`config.mk`:
```
export PLATFORM = sky130hd
export DESIGN_NAME = interleaved_bitstream_writer
export DESIGN_NICKNAME = d
export VERILOG_FILES = /design/src/design/ibw_pkg.sv /design/src/design/interleaved_bitstream_writer.sv /design/src/design/ibw_core.sv /design/src/design/ibw_out_fifo.sv
export SDC_FILE = /design/constraint.sdc
export NUM_CORES = 1
export LEC_CHECK = 0
export BUFFER_PORTS_ARGS = -buffer_cell sky130_fd_sc_hd__buf_2
export CORE_MARGIN = 4
export CORE_UTILIZATION = 30
export CTS_CLUSTER_SIZE = 30
export DETAILED_ROUTE_END_ITERATION = 10
export GPL_ROUTABILITY_DRIVEN = 0
export GPL_TIMING_DRIVEN = 0
export HOLD_SLACK_MARGIN = 0.08
export PLACE_DENSITY_LB_ADDON = 0.15
export SYNTH_ARGS = -nofsm -noshare
export SYNTH_HDL_FRONTEND = slang
export SYNTH_SLANG_ARGS = --single-unit
```
`constraint.sdc`:
```
create_clock -name clk -period 4.7 [get_ports clk]
set_input_delay 0.47 -clock clk [delete_from_list [all_inputs] [get_ports clk]]
set_output_delay 0.47 -clock clk [all_outputs]
set_load 0.01 [all_outputs]
```
`src/design/ibw_pkg.sv`:
```
// Package for the interleaved bitstream writer.
// Holds the item codes, the result record and shared width constants.
// No dependencies.
package ibw_pkg;

  localparam int ADDR_WIDTH_DEF = 16;  // default address width
  localparam int ACC_WIDTH      = 32;  // bit accumulator width
  localparam int HALF_WIDTH     = 16;  // halfword written per slot
  localparam int FIELD_MAX      = 16;  // widest bit field per item
  localparam int FIFO_DEPTH     = 4;   // result queue entries
  localparam int FIFO_PTR_W     = 2;   // index bits of the result queue
  localparam int FIFO_CNT_W     = 3;   // fill count, holds FIFO_DEPTH

  typedef enum logic [1:0] {
    REQ_START  = 2'd0,
    REQ_BITS   = 2'd1,
    REQ_BYTE   = 2'd2,
    REQ_FINISH = 2'd3
  } req_type_t;

  typedef struct packed {
    logic        ok;
    logic        write_en;
    logic [15:0] write_addr;
    logic [15:0] write_data;
    logic        write_word;
    logic        last;
  } result_t;

  // Results produced by one accepted item, at most two.
  typedef struct packed {
    logic [1:0] cnt;
    result_t    res0;
    result_t    res1;
  } push_t;

endpackage

```
`src/design/interleaved_bitstream_writer.sv`:
```
// Top level of the interleaved bitstream writer.
// Instantiates ibw_core (packing state) and ibw_out_fifo (result queue); uses ibw_pkg.
//
//   channel   dir  handshake                      payload
//   s_axis    in   s_axis_tvalid/s_axis_tready    tuser req_type, tdata value + field_bits
//   m_axis    out  m_axis_tvalid/m_axis_tready    tdata write fields, tuser write_word, tlast
//   buf_len   in   buf_len_we                     buf_len_wdata
//
// One item per cycle is taken while s_axis_tready is high; its state update happens
// at the accept edge and its results enter the queue at that same edge, then reach
// m_axis in queue order. A finish item can give two results, so the output side then
// sets the long-run rate. s_axis_tready drops while the queue cannot take two more results.
// rst is synchronous; it restores the start state and sets buf_len to its maximum.
module interleaved_bitstream_writer #(
  parameter int ADDR_WIDTH = ibw_pkg::ADDR_WIDTH_DEF
) (
  input  logic        clk,
  input  logic        rst,
  input  logic        buf_len_we,
  input  logic [15:0] buf_len_wdata,
  input  logic        s_axis_tvalid,
  output logic        s_axis_tready,
  input  logic [23:0] s_axis_tdata,   // data_value[15:0], field_bits[20:16], zero pad
  input  logic [1:0]  s_axis_tuser,   // req_type[1:0]
  output logic        m_axis_tvalid,
  input  logic        m_axis_tready,
  output logic [39:0] m_axis_tdata,   // ok[0], write_en[1], write_addr[17:2],
                                      // write_data[33:18], zero pad
  output logic [0:0]  m_axis_tuser,   // write_word[0]
  output logic        m_axis_tlast
);

  logic             accept;
  logic             room;
  ibw_pkg::push_t   push;
  ibw_pkg::result_t out_res;

  assign s_axis_tready = room;
  assign accept        = s_axis_tvalid & room;

  ibw_core #(
    .ADDR_WIDTH (ADDR_WIDTH)
  ) u_core (
    .clk           (clk),
    .rst           (rst),
    .buf_len_we    (buf_len_we),
    .buf_len_wdata (buf_len_wdata),
    .accept        (accept),
    .req_type      (s_axis_tuser),
    .data_value    (s_axis_tdata[15:0]),
    .field_bits    (s_axis_tdata[20:16]),
    .push          (push)
  );

  ibw_out_fifo u_out_fifo (
    .clk       (clk),
    .rst       (rst),
    .push      (push),
    .room      (room),
    .out_valid (m_axis_tvalid),
    .out_ready (m_axis_tready),
    .out_res   (out_res)
  );

  always_comb begin
    m_axis_tdata = {6'd0, out_res.write_data, out_res.write_addr,
                    out_res.write_en, out_res.ok};
    m_axis_tuser = out_res.write_word;
    m_axis_tlast = out_res.last;
  end

endmodule

```
`src/design/ibw_core.sv`:
```
// Bitstream packing state and the next-state logic for one item.
// Produces up to two results per accepted item.
// Depends on ibw_pkg.
module ibw_core #(
  parameter int ADDR_WIDTH = ibw_pkg::ADDR_WIDTH_DEF
) (
  input  logic            clk,
  input  logic            rst,
  input  logic            buf_len_we,
  input  logic [15:0]     buf_len_wdata,
  input  logic            accept,
  input  logic [1:0]      req_type,
  input  logic [15:0]     data_value,
  input  logic [4:0]      field_bits,
  output ibw_pkg::push_t  push
);

  localparam int AW    = ADDR_WIDTH;
  localparam int CW    = AW + 1;
  localparam int NARROW = (AW < 16) ? AW : 16;

  logic [31:0]   bit_accum, bit_accum_next;
  logic [5:0]    pending_bits, pending_bits_next;
  logic [AW-1:0] slot_now_addr, slot_now_addr_next;
  logic [AW-1:0] slot_next_addr, slot_next_addr_next;
  logic          slot_next_valid, slot_next_valid_next;
  logic [CW-1:0] byte_cursor, byte_cursor_next;
  logic [AW-1:0] buf_len;

  logic [4:0]    n;
  logic [5:0]    total;
  logic [5:0]    shamt;
  logic [16:0]   field_mask;
  logic [15:0]   field;
  logic [31:0]   acc_add;
  logic [31:0]   acc_or;
  logic [CW:0]   cursor_p2;
  logic [CW:0]   buf_ext;
  logic [CW:0]   cursor_ext;
  ibw_pkg::result_t fail_res;
  ibw_pkg::req_type_t req;

  always_comb begin
    req        = ibw_pkg::req_type_t'(req_type);
    n          = (field_bits > 5'(ibw_pkg::FIELD_MAX)) ? 5'(ibw_pkg::FIELD_MAX) : field_bits;
    total      = pending_bits + {1'b0, n};
    shamt      = 6'(ibw_pkg::ACC_WIDTH) - total;
    field_mask = (17'd1 << n) - 17'd1;
    field      = data_value & field_mask[15:0];
    acc_add    = {16'd0, field} << shamt;
    acc_or     = bit_accum | acc_add;
    cursor_ext = {1'b0, byte_cursor};
    cursor_p2  = cursor_ext + (CW+1)'(2);
    buf_ext    = (CW+1)'(buf_len);
    fail_res   = '{ok: 1'b0, write_en: 1'b0, write_addr: 16'd0, write_data: 16'd0,
                   write_word: 1'b0, last: 1'b1};
  end

  always_comb begin
    bit_accum_next       = bit_accum;
    pending_bits_next    = pending_bits;
    slot_now_addr_next   = slot_now_addr;
    slot_next_addr_next  = slot_next_addr;
    slot_next_valid_next = slot_next_valid;
    byte_cursor_next     = byte_cursor;
    push.cnt             = 2'd1;
    push.res0            = fail_res;
    push.res1            = fail_res;

    unique case (req)
      ibw_pkg::REQ_START: begin
        bit_accum_next       = '0;
        pending_bits_next    = '0;
        slot_now_addr_next   = '0;
        slot_next_addr_next  = AW'(2);
        slot_next_valid_next = 1'b1;
        byte_cursor_next     = CW'(4);
        push.res0.ok         = 1'b1;
      end
      ibw_pkg::REQ_BITS: begin
        if (total <= 6'(ibw_pkg::ACC_WIDTH)) begin
          bit_accum_next    = acc_or;
          pending_bits_next = total;
          if (total > 6'(ibw_pkg::HALF_WIDTH)) begin
            if (slot_next_valid) begin
              // Spill the top halfword into the current slot, then rotate slots.
              bit_accum_next          = acc_or << ibw_pkg::HALF_WIDTH;
              pending_bits_next       = total - 6'(ibw_pkg::HALF_WIDTH);
              slot_now_addr_next      = slot_next_addr;
              push.res0.ok            = 1'b1;
              push.res0.write_en      = 1'b1;
              push.res0.write_addr    = 16'(slot_now_addr[NARROW-1:0]);
              push.res0.write_data    = acc_or[31:16];
              push.res0.write_word    = 1'b1;
              if (cursor_p2 > buf_ext) begin
                slot_next_valid_next = 1'b0;
                slot_next_addr_next  = '0;
              end else begin
                slot_next_addr_next  = byte_cursor[AW-1:0];
                byte_cursor_next     = cursor_p2[CW-1:0];
              end
            end
          end else begin
            push.res0.ok = 1'b1;
          end
        end
      end
      ibw_pkg::REQ_BYTE: begin
        if (cursor_ext < buf_ext) begin
          push.res0.ok         = 1'b1;
          push.res0.write_en   = 1'b1;
          push.res0.write_addr = 16'(byte_cursor[NARROW-1:0]);
          push.res0.write_data = {8'd0, data_value[7:0]};
          byte_cursor_next     = byte_cursor + CW'(1);
        end
      end
      ibw_pkg::REQ_FINISH: begin
        push.res0.ok         = 1'b1;
        push.res0.write_en   = 1'b1;
        push.res0.write_addr = 16'(slot_now_addr[NARROW-1:0]);
        push.res0.write_data = bit_accum[31:16];
        push.res0.write_word = 1'b1;
        push.res0.last       = ~slot_next_valid;
        if (slot_next_valid) begin
          // Zero the reserved word after the current one.
          push.cnt             = 2'd2;
          push.res1.ok         = 1'b1;
          push.res1.write_en   = 1'b1;
          push.res1.write_addr = 16'(slot_next_addr[NARROW-1:0]);
          push.res1.write_word = 1'b1;
        end
      end
      default: begin
      end
    endcase

    if (!accept) begin
      push.cnt = 2'd0;
    end
  end

  always_ff @(posedge clk) begin
    if (rst) begin
      bit_accum       <= '0;
      pending_bits    <= '0;
      slot_now_addr   <= '0;
      slot_next_addr  <= AW'(2);
      slot_next_valid <= 1'b1;
      byte_cursor     <= CW'(4);
    end else if (accept) begin
      bit_accum       <= bit_accum_next;
      pending_bits    <= pending_bits_next;
      slot_now_addr   <= slot_now_addr_next;
      slot_next_addr  <= slot_next_addr_next;
      slot_next_valid <= slot_next_valid_next;
      byte_cursor     <= byte_cursor_next;
    end
  end

  always_ff @(posedge clk) begin
    if (rst) begin
      buf_len <= AW'({NARROW{1'b1}});
    end else if (buf_len_we) begin
      buf_len <= AW'(buf_len_wdata[NARROW-1:0]);
    end
  end

endmodule

```
`src/design/ibw_out_fifo.sv`:
```
// Result queue: takes up to two results per cycle, hands out one when out_ready is high.
// Depends on ibw_pkg.
module ibw_out_fifo (
  input  logic              clk,
  input  logic              rst,
  input  ibw_pkg::push_t    push,
  output logic              room,
  output logic              out_valid,
  input  logic              out_ready,
  output ibw_pkg::result_t  out_res
);

  ibw_pkg::result_t mem [ibw_pkg::FIFO_DEPTH];

  logic [ibw_pkg::FIFO_PTR_W-1:0] rd_ptr;
  logic [ibw_pkg::FIFO_PTR_W-1:0] wr_ptr;
  logic [ibw_pkg::FIFO_PTR_W-1:0] wr_ptr_p1;
  logic [ibw_pkg::FIFO_CNT_W-1:0] count;
  logic                           pop;

  always_comb begin
    out_valid = (count != '0);
    pop       = out_valid & out_ready;
    wr_ptr_p1 = wr_ptr + ibw_pkg::FIFO_PTR_W'(1);
    out_res   = mem[rd_ptr];
    // Leave space for the worst case of two results from the next item.
    room      = (count <= ibw_pkg::FIFO_CNT_W'(ibw_pkg::FIFO_DEPTH - 2));
  end

  always_ff @(posedge clk) begin
    if (push.cnt != 2'd0) begin
      mem[wr_ptr] <= push.res0;
    end
    if (push.cnt == 2'd2) begin
      mem[wr_ptr_p1] <= push.res1;
    end
  end

  always_ff @(posedge clk) begin
    if (rst) begin
      rd_ptr <= '0;
      wr_ptr <= '0;
      count  <= '0;
    end else begin
      if (pop) begin
        rd_ptr <= rd_ptr + ibw_pkg::FIFO_PTR_W'(1);
      end
      wr_ptr <= wr_ptr + ibw_pkg::FIFO_PTR_W'(push.cnt);
      count  <= count + ibw_pkg::FIFO_CNT_W'(push.cnt) - ibw_pkg::FIFO_CNT_W'(pop);
    end
  end

endmodule
```
==> reports/qor.yml, run 1 <==
run_status: "finished, final reports clean"
seq_area_frac_synth_pct: 40.3
start_util_pct: 30.5
dr.pass1.iters: 6
switching_share_pct: 33.6
p_leak_nw: 6.25
layout_common_cells: "nand2_1, dfxtp_1, nor2_1"
drv_slew: 0
fin_crit_sh_pct: 94.0
internal_power_mw: 4.74
cts_tree: "done"
worstMarginPinSlew_ns: 1.27
cp-end-kind: "flip-flop"
crit_required_ns: 5.13
crit_path_max_incr_delay_ns: 0.46
cp_slowest_cell: "or4_1"
cp-start-kind: "primary input"
fin_setup_tns_ns: 0
row_count: 80
cts_buffers: 29
relSlewSlack_pct: 14.7
min_period_ns: 4.42
area_delta_synth_final_pct: 15.6
clk_latency_ns: 0.57
hold_path.class: "in2reg"
synthArstFlopShare_pct: 0
vdd_drop_max_uv: 265
grt_usage_pct: 18.7
fillers: 4991
cts.sinks: 257
final_util_pct: 35.3
htreeDepth: 1
finalHoldViolCount: 0
die-area_um2: 52500
drive_above_1_share_pct: 14.0
pwr-share-seq_pct: 36.5
avgSynthCellArea_um2: 9.23
synth_seq_cells: 257
wl_per_cell_um: 21.8
dp_worst_setup_slack_ns: -0.455
drtIter0Drc: 1130
synth.area.top_cells: "dfxtp_1, edfxtp_1, mux4_2, nand2_1, a22o_1"
drv_cap: 0
fmax_mhz: 226
drcViolationCount: 0
dp_hpwl_um: 38400
synthCells: 1589
cp.buffers_inverters: 5
die_x_um: 229
power_density_nw_per_um2: 421
io_buffers: 81
p_clk_share_pct: 35.0
core_um2: 48000
cts-root-buf: "clkbuf_16"
clock_path_buffers: 3
crit_type: "in2reg"
switching_power_mw: 2.40
synth-edff-count: 76
overflow: 0
synthesis.area_um2: 14700
grt_first_pass_wirelength_um: 78400
antennaDiodeCount: 0
grt_pass1_vias: 12800
ant_nets: 0
ios: 91
synth.distinct_cells: 95
critPathTopFamily: "simple AND/OR/NAND/NOR gates"
finalSetupViolCount: 0
fin_ws_ns: 0.280
antenna_found_initial: 2
rsz0062_at_grt: "yes"
synth_top_area_share_pct: 24.7
worstPathCellList: "buf_2 > buf_4 > clkbuf_1 > nor2b_1 > ha_1 > nand4b_2 > nand2b_1 > a41o_1 > buf_4 > nor2_4 > ha_1 > nand3_1 > or4_1 > nor4_2 > or3_1 > buf_2 > a22oi_1 > nor2_1 > a22o_1"
drt_wl_total_um: 51200
clkSlewWorstSetupHoldPaths_ns: 0.06
p_comb_share_pct: 28.5
vias_per_cell: 5.56
dr_total_vias: 13000
arrival_ns: 4.85
grt_max_degree: 21
ys.flop_type: "dfxtp_1"
final_common_cell: "nand2_1"
nets: 1805
path_max_fanout: 10
yosysTopAreaCell: "dfxtp_1"
die_h_um: 229
yosys_warnings: 0
skew_ns: 0.0136
==> worst register-to-register path, delay by kind of cell (launching register included) <==
family	cells	cell delay, ns
compound gates	8	2.59
fa+ha+maj	1	0.36
buf+inv	2	0.83
flops	1	0.48
==> kinds of logic after synthesis <==
| group | Yosys count | share of synthesized area, % |
|---|---|---|
| AOI/OAI and AO/OA | 541 | 26.2 |
| and+or+nand+nor | 485 | 15.1 |
| DFF | 257 | 40.3 |
| buffers and inverters | 164 | 4.66 |
| muxes | 58 | 7.15 |
| adders and majority gates | 51 | 4.45 |
| xor gates and xnor gates | 32 | 2.17 |
| other | 1 | 0.0256 |
==> layer usage <==
metal | GRT usage [%] | routed length (um) | vias up
met3 | 3.22 | 3080 | 91
li1 | - | - | 6240
met5 | 0 | 27 | -
met4 | 4.87 | 1240 | 4
met1 | 26.7 | 24100 | 6282
met2 | 29.5 | 22700 | 417
==> path summary, 6_finish.rpt <==
check                        startpoint                    end  slack [ns]  cells past startpoint
setup / recovery       s_axis_tdata[20]  u_out_fifo.mem[1][30]        0.28                     19
hold / removal        buf_len_wdata[13]     u_core.buf_len[13]        0.12                      3
setup reg to reg  u_core.byte_cursor[1]   u_out_fifo.mem[2][2]        0.34                     11
hold reg to reg    u_out_fifo.mem[1][4]   u_out_fifo.mem[1][4]        0.44                      2
==> cell usage after synthesis (8+ instances only) <==
cell type,count
a211oi_1,10
a21o_1,14
a21oi_1,83
a221oi_1,16
a22o_1,77
a22oi_1,73
a31oi_1,18
a32oi_1,15
and2_1,12
buf_2,21
buf_4,9
clkbuf_1,76
dfxtp_1,181
edfxtp_1,76
ha_1,49
inv_1,48
mux2i_1,19
mux4_2,36
nand2_1,186
nand2b_1,11
nand3_1,45
nand4_1,13
nor2_1,137
nor2b_1,10
nor3_1,23
o211ai_1,34
o21ai_0,80
o21ai_1,26
o221ai_1,11
o31ai_1,9
or3_1,8
xnor2_1,21
==> layout make-up <==
type | instances | area (um2) | share of cell area [%]
Inverter | 50 | 188 | 1.11
Multi-Input combinational cell | 1173 | 8140 | 48.0
Clock inverter | 19 | 285 | 1.68
Clock buffer | 35 | 758 | 4.47
Timing Repair Buffer | 82 | 413 | 2.43
Sequential cell | 257 | 5910 | 34.8
Buffer | 114 | 499 | 2.94
Tap cell | 615 | 769 | 4.54
==> repair_timing <==
item / CTS / global route
setup endpoints to repair: 3 / 113
setup buffers: 0 / 1
pin swaps: 0 / 2
hold buffers: 0 / 0
gates resized for setup: 1 / 15
==> power by group through the flow <==
stage	Clock [mW]	Combinational (mW)	Sequential, mW
CTS	2.57	2.03	2.61
finish	2.50	2.03	2.61
floorplan	0	1.33	2.62
global placement	0	2.02	2.65
global route	2.65	2.22	2.63
detailed placement	0	2.03	2.66
==> registers in the layout, summed over array words and instances (netlist names), named ones only <==
| signal | flops |
|---|---|
| u_out_fifo.mem | 144 |
| u_core.bit_accum | 32 |
| u_core.byte_cursor | 17 |
| u_core.buf_len | 16 |
| u_core.slot_next_addr | 16 |
| u_core.slot_now_addr | 16 |
| u_core.pending_bits | 6 |
| u_out_fifo.count | 3 |
| u_out_fifo.rd_ptr | 2 |
| u_out_fifo.wr_ptr | 2 |
| u_core.slot_next_valid | 1 |
==> stage by stage <==
step                      instances  area [um2]  hold slack (ns)  power, mW
after floorplan                1594       14700            0.420       3.95
after global placement         2290       15900            0.431       4.67
after detailed placement       2290       15900            0.438       4.68
after CTS                      2344       16900           0.0862       7.21
after global routing           2345       17000            0.114       7.50
final                          2345       17000            0.119       7.14
No activity file was read; power rests on OpenSTA's default activity.
==> run 2: changes to the inputs <==
- ABC_AREA: default -> 1
==> run 2 against run 1 <==
Against the previous run:
- final area decreased by 0.60%
- synthesized cell count grew 27%
- global-route usage is 0.27 points higher
- highest routed layer unchanged
==> reports/qor.yml, run 2 <==
multi_input_area_um2: 7460  # was 8140 um2
reg2reg_setup_slack_ns: 0.32  # was 0.34 ns
dr.pass1.iters: 5  # was 6
hold_path.class: "in2reg"  # unchanged
core_um2: 48000  # unchanged
crit_type: "reg2reg"  # was in2reg
overflow: 0  # unchanged
yosys_warnings: 0  # unchanged
cts.sinks: 257  # unchanged
synth.top_cells.by_count: "nand2_1, inv_1, dfxtp_1"  # was nand2_1, dfxtp_1, nor2_1
cp-end-kind: "flip-flop"  # unchanged
synthArstFlopShare_pct: 0  # unchanged
ios: 91  # unchanged
finalSetupViolCount: 0  # unchanged
min_path_cells: 3  # unchanged
drtIter0Drc: 1101  # was 1130
min-delay-start: "buf_len_wdata[7]"  # was buf_len_wdata[13]
clkSlewWorstSetupHoldPaths_ns: 0.06  # about the same
final_area_um2: 16900  # was 17000 um2
die_x_um: 229  # about the same
p_comb_share_pct: 31.3  # was 28.5%
rsz0062_at_grt: "no"  # was yes
dr_total_vias: 14200  # was 13.0k
dpl_cell_area_um2: 15900  # unchanged
cp-start-kind: "flip-flop"  # was primary input
crit_path_max_incr_delay_ns: 0.93  # was 0.46 ns
finalHoldViolCount: 0  # unchanged
synth.distinct_cells: 56  # was 95
grt_pass1_vias: 13800  # was 12.8k
switching_power_mw: 2.76  # was 2.40 mW
regMostFlops: "u_out_fifo.mem"  # unchanged
die-area_um2: 52600  # was 52500 um2
p_clk_share_pct: 31.8  # was 35.0%
post-synth-top-count-cell: "nand2_1"  # unchanged
synthCells: 2015  # was 1589
internal_power_mw: 4.69  # was 4.74 mW
wl_per_cell_um: 18.8  # was 21.8 um
reg2reg_depth: 13  # was 11
final_util_pct: 35.1  # was 35.3%
ys.flop_type: "dfxtp_1"  # unchanged
worstMarginPinSlew_ns: 1.17  # was 1.27 ns
synth.area.top_cells: "dfxtp_1, edfxtp_1, nand2_1, nand3_1, o22ai_1"  # was dfxtp_1, edfxtp_1, mux4_2, nand2_1, a22o_1
synthesis.area_um2: 14700  # about the same
fin_crit_sh_pct: 93.1  # was 94.0%
synth_top_area_share_pct: 24.7  # about the same
vias_per_cell: 5.13  # was 5.56
drv_slew: 0  # unchanged
grt_usage_pct: 19.0  # was 18.7%
cts-root-buf: "clkbuf_16"  # unchanged
vdd_drop_max_uv: 277  # was 265 uV
cts_tree: "done"  # unchanged
switching_share_pct: 37.1  # was 33.6%
drt_wl_total_um: 52100  # was 51200 um
reg2reg_to: "u_out_fifo.mem[3][32]"  # was u_out_fifo.mem[2][2]
avgSynthCellArea_um2: 7.29  # was 9.23 um2
dp_hpwl_um: 39400  # was 38400 um
whs_ns: 0.112  # was 0.119 ns
stdcell_count: 2769  # was 2345
layout_common_cells: "nand2_1, inv_1, dfxtp_1"  # was nand2_1, dfxtp_1, nor2_1
fillers: 5176  # was 4991
fmax_mhz: 228  # was 226 MHz
dp.cells: 2712  # was 2290
relSlewSlack_pct: 21.8  # was 14.7%
area_delta_synth_final_pct: 14.8  # was 15.6%
run_status: "finished, final reports clean"  # unchanged
cts_hold_repair.buffers: 0  # unchanged
clk_latency_ns: 0.57  # about the same
crit-reg2reg-launch: "u_core.byte_cursor[2]"  # was u_core.byte_cursor[1]
final_common_cell: "nand2_1"  # unchanged
cts_buffers: 31  # was 29
grt_max_degree: 21  # unchanged
die_h_um: 229  # about the same
hold_path_end: "u_core.buf_len[7]"  # was u_core.buf_len[13]
row_count: 80  # unchanged
drv_cap: 0  # unchanged
seq_area_um2: 5910  # about the same
pwr-share-seq_pct: 36.8  # was 36.5%
start_util_pct: 30.6  # was 30.5%
seq_area_frac_synth_pct: 40.2  # was 40.3%
nets: 2228  # was 1805
drive_above_1_share_pct: 9.84  # was 14.0%
grt_first_pass_wirelength_um: 80100  # was 78400 um
crit_required_ns: 5.09  # was 5.13 ns
cp_slowest_cell: "nor2_1"  # was or4_1
fin_setup_tns_ns: 0  # unchanged
drcViolationCount: 0  # unchanged
yosysTopAreaCell: "dfxtp_1"  # unchanged
path_max_fanout: 10  # unchanged
largest_reg_flops: 144  # unchanged
min_period_ns: 4.38  # was 4.42 ns
synth_seq_cells: 257  # unchanged
ant_nets: 0  # unchanged
p_leak_nw: 7.04  # was 6.25 nW
top_regs: "u_out_fifo.mem x144, u_core.bit_accum x32, u_core.byte_cursor x17"  # unchanged
power_density_nw_per_um2: 442  # was 421 nW/um2
skew_ns: 0.0196  # was 0.0136 ns
clock_path_buffers: 3  # unchanged
worstPathCellList: "ha_1 > a21oi_1 > nor2_1 > nor3_1 > o211ai_1 > nand2_1 > o2111ai_1 > nor2_1 > clkinv_1 > clkbuf_1 > o22ai_1 > nand2_1 > o22ai_1"  # was buf_2 > buf_4 > clkbuf_1 > nor2b_1 > ha_1 > nand4b_2 > nand2b_1 > a41o_1 > buf_4 > nor2_4 > ha_1 > nand3_1 > or4_1 > nor4_2 > or3_1 > buf_2 > a22oi_1 > nor2_1 > a22o_1
post_cts_resized: 0  # was 1
synth-edff-count: 76  # unchanged
io_buffers: 77  # was 81
antenna_found_initial: 2  # unchanged
arrival_ns: 4.77  # was 4.85 ns
antennaDiodeCount: 0  # unchanged
cts_setup_buffers: 0  # unchanged
htreeDepth: 1  # unchanged
-- run 2: cell families after synthesis --
kind of cell	count (synthesis)	share of synthesized area [%]
AND/OR/NAND/NOR	846	24.5
AO/OA/AOI/OAI	501	20.2
buffers and inverters	335	9.16
flip-flops	257	40.2
adder cells (fa/ha/maj)	51	4.45
XOR/XNOR	23	1.47
other	1	0.0255
multiplexers	1	0.0681
-- run 2: power groups by stage --
| stage | registers [mW] | logic [mW] | clock network, mW |
|---|---|---|---|
| global placement | 2.78 | 2.31 | 0 |
| floorplan | 2.74 | 1.49 | 0 |
| CTS | 2.74 | 2.34 | 2.42 |
| global route | 2.77 | 2.60 | 2.51 |
| detailed placement | 2.78 | 2.33 | 0 |
| finish | 2.74 | 2.33 | 2.37 |
-- run 2: worst max path at each step --
stage	start	to	slack (ns)
2_1_floorplan	s_axis_tdata[17]	u_out_fifo.mem[0][28]	1.36
3_3_place_gp	u_core.byte_cursor[2]	u_out_fifo.mem[3][33]	0.36
3_5_place_dp	s_axis_tdata[20]	u_out_fifo.mem[3][32]	0.24
4_1_cts	u_core.byte_cursor[2]	u_out_fifo.mem[3][32]	0.38
5_1_grt	u_core.byte_cursor[2]	u_core.byte_cursor[14]	0.01
6_report	u_core.byte_cursor[2]	u_out_fifo.mem[3][32]	0.32
-- run 2: layout make-up --
| type | count | area share (%) |
|---|---|---|
| Multi-Input combinational cell | 1428 | 44.2 |
| Sequential cell | 257 | 35.0 |
| Clock buffer | 45 | 5.21 |
| Inverter | 216 | 4.81 |
| Tap cell | 615 | 4.56 |
| Buffer | 119 | 3.17 |
| Timing Repair Buffer | 77 | 2.29 |
| Clock inverter | 12 | 0.705 |
-- run 2: layer usage --
| layer | GRT usage [%] | share of wire, % | vias to the layer above |
|---|---|---|---|
| met1 | 27.2 | 48 | 6651 |
| met5 | 0 | 0.065 | - |
| met3 | 2.35 | 5.2 | 61 |
| li1 | - | - | 7097 |
| met4 | 4.36 | 1.8 | 4 |
| met2 | 30.8 | 45 | 391 |
-- run 2: stage by stage --
step	total power [mW]	setup WS, ns
final	7.45	0.322
after global routing	7.88	0.0133
after CTS	7.50	0.384
after detailed placement	5.12	0.245
after global placement	5.09	0.360
after floorplan	4.23	1.36
-- run 2: worst max-delay path: cells and delay by family (launching register included) --
family / cells / cell delay [ns]
AO/OA/AOI/OAI: 5 / 1.02
adder cells (fa/ha/maj): 1 / 0.30
buffers and inverters: 2 / 1.00
flip-flops: 1 / 0.48
AND/OR/NAND/NOR: 5 / 1.37
